--- src/sv/rrc_pkg.sv ---
package rrc_pkg;

  localparam int MAX_ATTRS_DEF = 32;

  // largest position count attr_count can ask for
  localparam int CNT_LIMIT = 63;

  localparam logic [7:0] BYTE_NL  = 8'h0A;
  localparam logic [7:0] BYTE_NUL = 8'h00;
  localparam logic [7:0] BYTE_BS  = 8'h5C;

  localparam logic [1:0] MODE_DATA = 2'd0;
  localparam logic [1:0] MODE_END  = 2'd1;
  localparam logic [1:0] MODE_DESC = 2'd2;

  localparam logic CFG_ATTR_COUNT = 1'b0;
  localparam logic CFG_MAX_SIZE   = 1'b1;

  localparam logic [5:0]  ATTR_COUNT_RST = 6'd1;
  localparam logic [15:0] MAX_SIZE_RST   = 16'd4096;

  localparam int DESC_W   = 17;
  localparam int FIXED_BIT = 16;

  localparam int QDEPTH = 2;

  typedef enum logic [1:0] {
    KIND_BYTE = 2'd0,
    KIND_END  = 2'd1,
    KIND_DESC = 2'd2,
    KIND_NOP  = 2'd3
  } kind_t;

  typedef enum logic [2:0] {
    PH_BETWEEN = 3'd0,
    PH_START   = 3'd1,
    PH_TERM    = 3'd2,
    PH_ESC     = 3'd3,
    PH_FIXED   = 3'd4,
    PH_FINAL   = 3'd5
  } phase_t;

  typedef enum logic [2:0] {
    ST_OK        = 3'd0,
    ST_DONE      = 3'd1,
    ST_NEWLINE   = 3'd2,
    ST_TOO_LONG  = 3'd3,
    ST_PREMATURE = 3'd4,
    ST_NO_NL     = 3'd5,
    ST_CLEAN_END = 3'd6
  } status_t;

  typedef struct packed {
    kind_t       kind;
    logic [7:0]  data_byte;
    logic        is_nl;
    logic        is_nul;
    logic        is_bs;
    logic [4:0]  desc_index;
    logic        desc_fixed;
    logic [15:0] desc_value;
  } item_t;

endpackage

--- src/sv/rrc_back.sv ---
module rrc_back #(
  parameter int MAX_ATTRS = rrc_pkg::MAX_ATTRS_DEF
) (
  input  logic           clk,
  input  logic           rst_n,
  input  rrc_pkg::item_t q_item,
  input  logic           q_valid,
  output logic           q_pop,
  input  logic           cfg_we,
  input  logic           cfg_sel,
  input  logic [15:0]    cfg_wdata,
  output logic           out_valid,
  input  logic           out_take,
  output logic [2:0]     out_status,
  output logic [31:0]    out_count,
  output logic [4:0]     out_pos,
  output logic           out_warn
);
  import rrc_pkg::*;

  // only slots reachable by a 5-bit index are stored
  localparam int TD      = (MAX_ATTRS < 32) ? MAX_ATTRS : 32;
  localparam int TAW     = (TD > 1) ? $clog2(TD) : 1;
  localparam int CNT_MAX = (MAX_ATTRS < CNT_LIMIT) ? MAX_ATTRS : CNT_LIMIT;
  localparam int AW      = (CNT_MAX > 1) ? $clog2(CNT_MAX) : 1;

  logic [DESC_W-1:0] desc_r [TD];
  logic [TD-1:0]     zmask_r;

  logic [5:0]        attr_count_r;
  logic [15:0]       max_size_r;

  logic [31:0]       tuples_r,    tuples_nxt;
  logic [AW-1:0]     cur_r,       cur_nxt;
  phase_t            phase_r,     phase_nxt;
  logic [15:0]       bytes_r,     bytes_nxt;
  logic              nul_r,       nul_nxt;
  logic              warned_r,    warned_nxt;
  status_t           err_r,       err_nxt;
  logic [DESC_W-1:0] cur_desc_r,  cur_desc_nxt;

  logic              out_valid_r;
  status_t           out_status_r, status_nxt;
  logic [31:0]       out_count_r;
  logic [4:0]        out_pos_r;
  logic              out_warn_r,   warn_nxt;

  logic [5:0]        n_eff;
  logic [AW-1:0]     last;
  logic [AW-1:0]     start;
  logic [AW-1:0]     ff;
  logic [AW-1:0]     rd_pos;
  logic [DESC_W-1:0] rd_desc;
  logic              desc_we;
  logic              idx_ok;

  assign q_pop = q_valid & (~out_valid_r | out_take);

  always_comb begin
    if (attr_count_r == 6'd0) begin
      n_eff = 6'd1;
    end else if (attr_count_r > 6'(CNT_MAX)) begin
      n_eff = 6'(CNT_MAX);
    end else begin
      n_eff = attr_count_r;
    end
    last = AW'(n_eff - 6'd1);
  end

  // First attribute from start on that takes bytes; zero-width fixed slots are
  // passed over, the last attribute always stops the search.
  always_comb begin
    if (phase_r == PH_BETWEEN) begin
      start = '0;
    end else if (cur_r > last) begin
      start = last;
    end else begin
      start = cur_r;
    end
    ff = last;
    for (int i = CNT_MAX - 1; i >= 0; i--) begin
      if ((!zmask_r[TAW'(i)] || AW'(i) == last || max_size_r == 16'd0) &&
          AW'(i) >= start) begin
        ff = AW'(i);
      end
    end
    // on the entry byte the last-slot check only fires when ff is the last slot
    if (phase_r == PH_BETWEEN || phase_r == PH_START) begin
      rd_pos = ff;
    end else begin
      rd_pos = last;
    end
    rd_desc = desc_r[TAW'(rd_pos)];
  end

  assign idx_ok = (6'(q_item.desc_index) < 6'(TD));

  always_comb begin
    logic       do_term;
    logic       fin;
    logic [7:0] term;
    tuples_nxt   = tuples_r;
    cur_nxt      = cur_r;
    phase_nxt    = phase_r;
    bytes_nxt    = bytes_r;
    nul_nxt      = nul_r;
    warned_nxt   = warned_r;
    err_nxt      = err_r;
    cur_desc_nxt = cur_desc_r;
    status_nxt   = ST_OK;
    warn_nxt     = 1'b0;
    desc_we      = 1'b0;
    do_term      = 1'b0;
    fin          = 1'b0;
    term         = '0;
    case (q_item.kind)
      KIND_DESC: begin
        desc_we = idx_ok;
        if (idx_ok && TAW'(q_item.desc_index) == TAW'(cur_r)) begin
          cur_desc_nxt = {q_item.desc_fixed, q_item.desc_value};
        end
        status_nxt = err_r;
      end
      KIND_END: begin
        if (err_r != ST_OK) begin
          status_nxt = err_r;
        end else if (phase_r == PH_BETWEEN) begin
          status_nxt = ST_CLEAN_END;
        end else if (phase_r == PH_FINAL) begin
          err_nxt    = ST_NO_NL;
          status_nxt = ST_NO_NL;
        end else begin
          err_nxt    = ST_PREMATURE;
          status_nxt = ST_PREMATURE;
        end
      end
      KIND_BYTE: begin
        if (err_r != ST_OK) begin
          status_nxt = err_r;
        end else begin
          if (phase_nxt == PH_BETWEEN) begin
            tuples_nxt = tuples_r + 32'd1;
            cur_nxt    = '0;
            phase_nxt  = PH_START;
          end
          if (phase_nxt == PH_START) begin
            cur_nxt      = ff;
            cur_desc_nxt = rd_desc;
            if (rd_desc[FIXED_BIT]) begin
              if (rd_desc[15:0] >= max_size_r) begin
                err_nxt = ST_TOO_LONG;
              end else if (rd_desc[15:0] == 16'd0) begin
                phase_nxt = PH_FINAL;
              end else begin
                phase_nxt = PH_FIXED;
                bytes_nxt = '0;
                nul_nxt   = 1'b0;
              end
            end else begin
              phase_nxt = PH_TERM;
              bytes_nxt = '0;
            end
          end
          term = cur_desc_nxt[7:0];
          if (err_nxt == ST_OK) begin
            case (phase_nxt)
              PH_TERM: do_term = 1'b1;
              PH_ESC: begin
                if (q_item.data_byte == term && !q_item.is_nl && !q_item.is_nul) begin
                  if (bytes_nxt >= max_size_r) begin
                    err_nxt = ST_TOO_LONG;
                  end else begin
                    bytes_nxt = bytes_nxt + 16'd1;
                    phase_nxt = PH_TERM;
                  end
                end else begin
                  phase_nxt = PH_TERM;
                  do_term   = 1'b1;
                end
              end
              PH_FIXED: begin
                if (q_item.is_nl && !nul_nxt) begin
                  if (!warned_r) begin
                    warned_nxt = 1'b1;
                    warn_nxt   = 1'b1;
                  end
                end else if (q_item.is_nul) begin
                  nul_nxt = 1'b1;
                end
                bytes_nxt = bytes_nxt + 16'd1;
                fin       = (bytes_nxt >= cur_desc_nxt[15:0]);
              end
              PH_FINAL: begin
                if (q_item.is_nl) begin
                  phase_nxt  = PH_BETWEEN;
                  status_nxt = ST_DONE;
                end else begin
                  err_nxt = ST_NO_NL;
                end
              end
              default: phase_nxt = PH_BETWEEN;
            endcase
            if (do_term) begin
              if (q_item.data_byte == term || q_item.is_bs || !q_item.is_nl) begin
                if (bytes_nxt >= max_size_r) begin
                  err_nxt = ST_TOO_LONG;
                end else begin
                  bytes_nxt = bytes_nxt + 16'd1;
                  if (q_item.data_byte == term) begin
                    fin = 1'b1;
                  end else if (q_item.is_bs) begin
                    phase_nxt = PH_ESC;
                  end
                end
              end else begin
                err_nxt = ST_NEWLINE;
              end
            end
            if (fin) begin
              if (cur_nxt >= last) begin
                cur_nxt = last;
                if (rd_desc[FIXED_BIT]) begin
                  phase_nxt = PH_FINAL;
                end else begin
                  phase_nxt  = PH_BETWEEN;
                  status_nxt = ST_DONE;
                end
              end else begin
                cur_nxt   = cur_nxt + AW'(1);
                phase_nxt = PH_START;
              end
            end
          end
          if (err_nxt != ST_OK) begin
            status_nxt = err_nxt;
          end
        end
      end
      default: status_nxt = err_r;
    endcase
  end

  always_ff @(posedge clk) begin
    if (q_pop && desc_we) begin
      desc_r[TAW'(q_item.desc_index)]  <= {q_item.desc_fixed, q_item.desc_value};
      zmask_r[TAW'(q_item.desc_index)] <= q_item.desc_fixed & (q_item.desc_value == 16'd0);
    end
  end

  always_ff @(posedge clk) begin
    if (q_pop) begin
      cur_desc_r   <= cur_desc_nxt;
      out_status_r <= status_nxt;
      out_count_r  <= tuples_nxt;
      out_pos_r    <= 5'(cur_nxt);
      out_warn_r   <= warn_nxt;
    end
  end

  always_ff @(posedge clk) begin
    if (!rst_n) begin
      attr_count_r <= ATTR_COUNT_RST;
      max_size_r   <= MAX_SIZE_RST;
      tuples_r     <= '0;
      cur_r        <= '0;
      phase_r      <= PH_BETWEEN;
      bytes_r      <= '0;
      nul_r        <= 1'b0;
      warned_r     <= 1'b0;
      err_r        <= ST_OK;
      out_valid_r  <= 1'b0;
    end else begin
      if (cfg_we) begin
        case (cfg_sel)
          CFG_ATTR_COUNT: attr_count_r <= cfg_wdata[5:0];
          CFG_MAX_SIZE:   max_size_r   <= cfg_wdata;
          default:        max_size_r   <= max_size_r;
        endcase
      end
      if (q_pop) begin
        tuples_r <= tuples_nxt;
        cur_r    <= cur_nxt;
        phase_r  <= phase_nxt;
        bytes_r  <= bytes_nxt;
        nul_r    <= nul_nxt;
        warned_r <= warned_nxt;
        err_r    <= err_nxt;
      end
      if (q_pop) begin
        out_valid_r <= 1'b1;
      end else if (out_take) begin
        out_valid_r <= 1'b0;
      end
    end
  end

  assign out_valid  = out_valid_r;
  assign out_status = out_status_r;
  assign out_count  = out_count_r;
  assign out_pos    = out_pos_r;
  assign out_warn   = out_warn_r;

endmodule

--- config.mk ---
export PLATFORM = sky130hd
export DESIGN_NAME = rrc_back
export DESIGN_NICKNAME = d
export VERILOG_FILES = /design/src/sv/rrc_pkg.sv /design/src/sv/rrc_back.sv
export SDC_FILE = /design/constraint.sdc
export NUM_CORES = 1
export LEC_CHECK = 0
export BUFFER_PORTS_ARGS = -buffer_cell sky130_fd_sc_hd__buf_2
export CORE_MARGIN = 2
export CORE_UTILIZATION = 40
export CTS_BUF_LIST = sky130_fd_sc_hd__clkbuf_8
export CTS_CLUSTER_SIZE = 25
export DETAILED_ROUTE_END_ITERATION = 10
export PLACE_DENSITY_LB_ADDON = 0.2
export SYNTH_ARGS = -nofsm -noshare
export SYNTH_HDL_FRONTEND = slang
export SYNTH_SLANG_ARGS = --single-unit
--- constraint.sdc ---
create_clock -name clk -period 19.45 [get_ports clk]
set_input_delay 0.9725 -clock clk [delete_from_list [all_inputs] [get_ports clk]]
set_output_delay 0.9725 -clock clk [all_outputs]
set_load 0.01 [all_outputs]
==> reports/qor.yml <==
synth_edf_count: 617
outcome: "completed"
async_reset_ff_frac: 0
grt.total_usage: 0.249
peakVddDrop_uv: 51.4
ios: 100
ys_ff_latch: 701
crit_path_start_kind: "flop"
grt_pass1_vias: 24200
clk_latency_ns: 0.83
r2r-end: "bytes_r[11]$_SDFFE_PN0P_"
nets: 3182
worstPathRequired_ns: 20.14
rsz0062_at_grt: "no"
vias_per_cell: 5.92
setup_tns_ns: 0
cp_common_cell: "a21o_1"
min_to: "max_size_r[15]$_SDFFE_PN0P_"
cp_max_fo: 20
die_y_um: 297
start_util: 0.404
r2r_setup_slack_ns: 1.08
final_core_util: 0.453
synthTopCellsByArea: "edfxtp_1 54%, dfxtp_1 4.9%, nand2_1 4.1%, mux2i_1 4.0%, ha_1 2.9%"
fp-row-count: 107
antenna_found_initial: 6
grt_max_degree: 110
grt_pass1_wl_um: 165000
synth_top_area_share: 0.538
r2r_cells: 83
hold_depth: 3
slew_viol_final: 0
period_share: 0.944
crit_type: "reg -> reg"
fin_cells: 4283
vias: 25300
fmax_ghz: 0.0544
ys_types: 122
cp.arrival_ns: 19.06
die_x_um: 297
grt_remaining_overflow: 0
ys.flop_type: "edfxtp_1"
core_area_mm2: 0.0853
critPathMaxStageDelay_ns: 0.68
power.density_mw_per_mm2: 89.1
drc_errors: 0
synth_top_area_cell: "edfxtp_1"
syn_inst: 2927
n_fill_cell: 7822
hold_path_class: "in -> reg"
fin_skew_ns: 0.0671
drtIter0Drc: 3278
fin_crit_ns: 18.37
slew_headroom: 0.118
synthToLayoutAreaGrowth_pct: 12.2
r2r_start: "attr_count_r[2]$_SDFFE_PN0P_"
final_common_cell: "edfxtp_1"
wire_per_inst_um: 26.3
end_kind: "flop"
cts-buffers-inserted: 114
clk_pin_slew_ns: 0.06
h-tree-depth: 3
layout_common_cells: "617 x edfxtp_1, 379 x nand2_1, 171 x nor2_1, 157 x a21oi_1, 138 x mux2i_1"
cts_sinks: 701
synth_area_mm2: 0.0345
hp-start: "cfg_wdata[15]"
avgSynthCellArea_um2: 11.8
firstDrtPassIters: 7
cts_tree: "yes"
worst_pin_slew_ns: 1.31
post_cts_buffers: 0
cts_max_path_buffers: 3
yosysWarnings: 0
portBuffers: 99
hold_viol_final: 0
final-setup-viol-count: 0
syn_nets: 3063
cts-root-buf: "clkbuf_8"
dieArea_mm2: 0.0885
cpMaxStageDelayCell: "a22o_1"
placed_cells: 4074
dp_hpwl_um: 72500
routabilityCongestion: 0.937
maxCapViolCount: 0
ant_nets: 0
cellLeakagePower_nw: 13.5
wl_um: 113000
yosysSeqAreaShare: 0.587
layout-drive-gt1-share: 0.150
## registers in the layout, indices dropped and copies added, names as in the netlist, 6 cells and up
name / cells
zmask_r: 16
bytes_r: 16
max_size_r: 16
desc_r: 544
cur_desc_r: 16
tuples_r: 32
attr_count_r: 6
out_count: 32
## cell families (layout without fill, tap and decap cells)
family / count (synthesis) / in the layout / synth area share
AND/OR/NAND/NOR: 997 / 997 / 0.139
AO/OA/AOI/OAI: 654 / 654 / 0.137
flip-flops: 701 / 701 / 0.587
multiplexers: 174 / 174 / 0.0526
other: 0 / 5 / 0
adder cells (fa/ha/maj): 80 / 80 / 0.0290
XOR/XNOR: 90 / 90 / 0.0231
buffers and inverters: 231 / 438 / 0.0322
## cell type report
| cell class | count | area (µm²) | area share |
|---|---|---|---|
| Timing Repair Buffer | 166 | 1030 | 0.0266 |
| Clock inverter | 87 | 664 | 0.0172 |
| Inverter | 68 | 255 | 0.00661 |
| Multi-Input combinational cell | 1995 | 13400 | 0.348 |
| Tap cell | 1144 | 1430 | 0.0370 |
| Clock buffer | 117 | 1610 | 0.0417 |
| Sequential cell | 701 | 20200 | 0.523 |
| Antenna cell | 5 | 12.5 | 0.000324 |
## power by group
part / leakage [nW] / switching (W) / internal, W
Clock: 1.26 / 0.000620 / 0.000672
Combinational: 5.96 / 0.000333 / 0.000157
Sequential: 6.31 / 0.0000113 / 0.00165
Total: 13.5 / 0.000964 / 0.00248
## stage by stage
stage               total power [W]  setup slack [ns]  hold WS, ns  cell area [µm²]
floorplan                   0.00200              3.70        0.441            34500
global placement            0.00216              1.19        0.453            36300
detailed placement          0.00217             0.850        0.460            36300
CTS                         0.00345             0.644        0.359            38600
global route                0.00357            0.0129        0.393            38600
finish                      0.00344              1.08        0.399            38600
## synth_stat cells, drive strengths merged, types with 36 or more instances
master  count
a211oi     36
a21o       50
a21oi     161
and3       43
buf        89
clkbuf     74
dfxtp      84
edfxtp    617
ha         79
inv        67
mux2i     139
nand2     383
nand3     103
nand4      37
nor2      211
nor3       54
o21ai     107
xnor2      42
xor2       48
## routing by layer
| metal | wire length [µm] | global-route usage | up-vias | part of all wire |
|---|---|---|---|---|
| li1 | - | - | 11400 | - |
| met1 | 48800 | 0.356 | 12500 | 0.43 |
| met2 | 50500 | 0.382 | 1225 | 0.45 |
| met3 | 9950 | 0.0481 | 217 | 0.088 |
| met4 | 3320 | 0.0758 | 6 | 0.029 |
| met5 | 44 | 0 | - | 0.00039 |
## worst max path at each step
stage / depth (start not counted) / endpoint / from / slack (ns)
global placement: 82 / bytes_r[9]$_SDFFE_PN0P_ / attr_count_r[2]$_SDFFE_PN0P_ / 1.19
CTS: 82 / bytes_r[11]$_SDFFE_PN0P_ / attr_count_r[2]$_SDFFE_PN0P_ / 0.64
detailed placement: 82 / bytes_r[9]$_SDFFE_PN0P_ / attr_count_r[2]$_SDFFE_PN0P_ / 0.85
global route: 86 / bytes_r[11]$_SDFFE_PN0P_ / attr_count_r[2]$_SDFFE_PN0P_ / 0.01
finish: 83 / bytes_r[11]$_SDFFE_PN0P_ / attr_count_r[2]$_SDFFE_PN0P_ / 1.08
floorplan: 89 / bytes_r[9]$_SDFFE_PN0P_ / attr_count_r[4]$_SDFFE_PN0P_ / 3.70
## worst max-delay path, delay by kind of cell (launching register included)
| kind | cells | cell delay (ns) |
|---|---|---|
| compound gates | 52 | 10.91 |
| simple gates | 20 | 4.25 |
| fa+ha+maj | 5 | 1.50 |
| buf+inv | 4 | 0.54 |
| flops | 1 | 0.40 |
| xor+xnor | 1 | 0.36 |
| mux | 1 | 0.25 |
## what timing repair did
item	4_1_cts	5_1_grt
setup endpoints to repair	0	30
hold buffers	0	0
endpoints found under the hold margin	0	0
gates resized for setup	0	11
No activity file was read; power rests on OpenSTA's default activity.
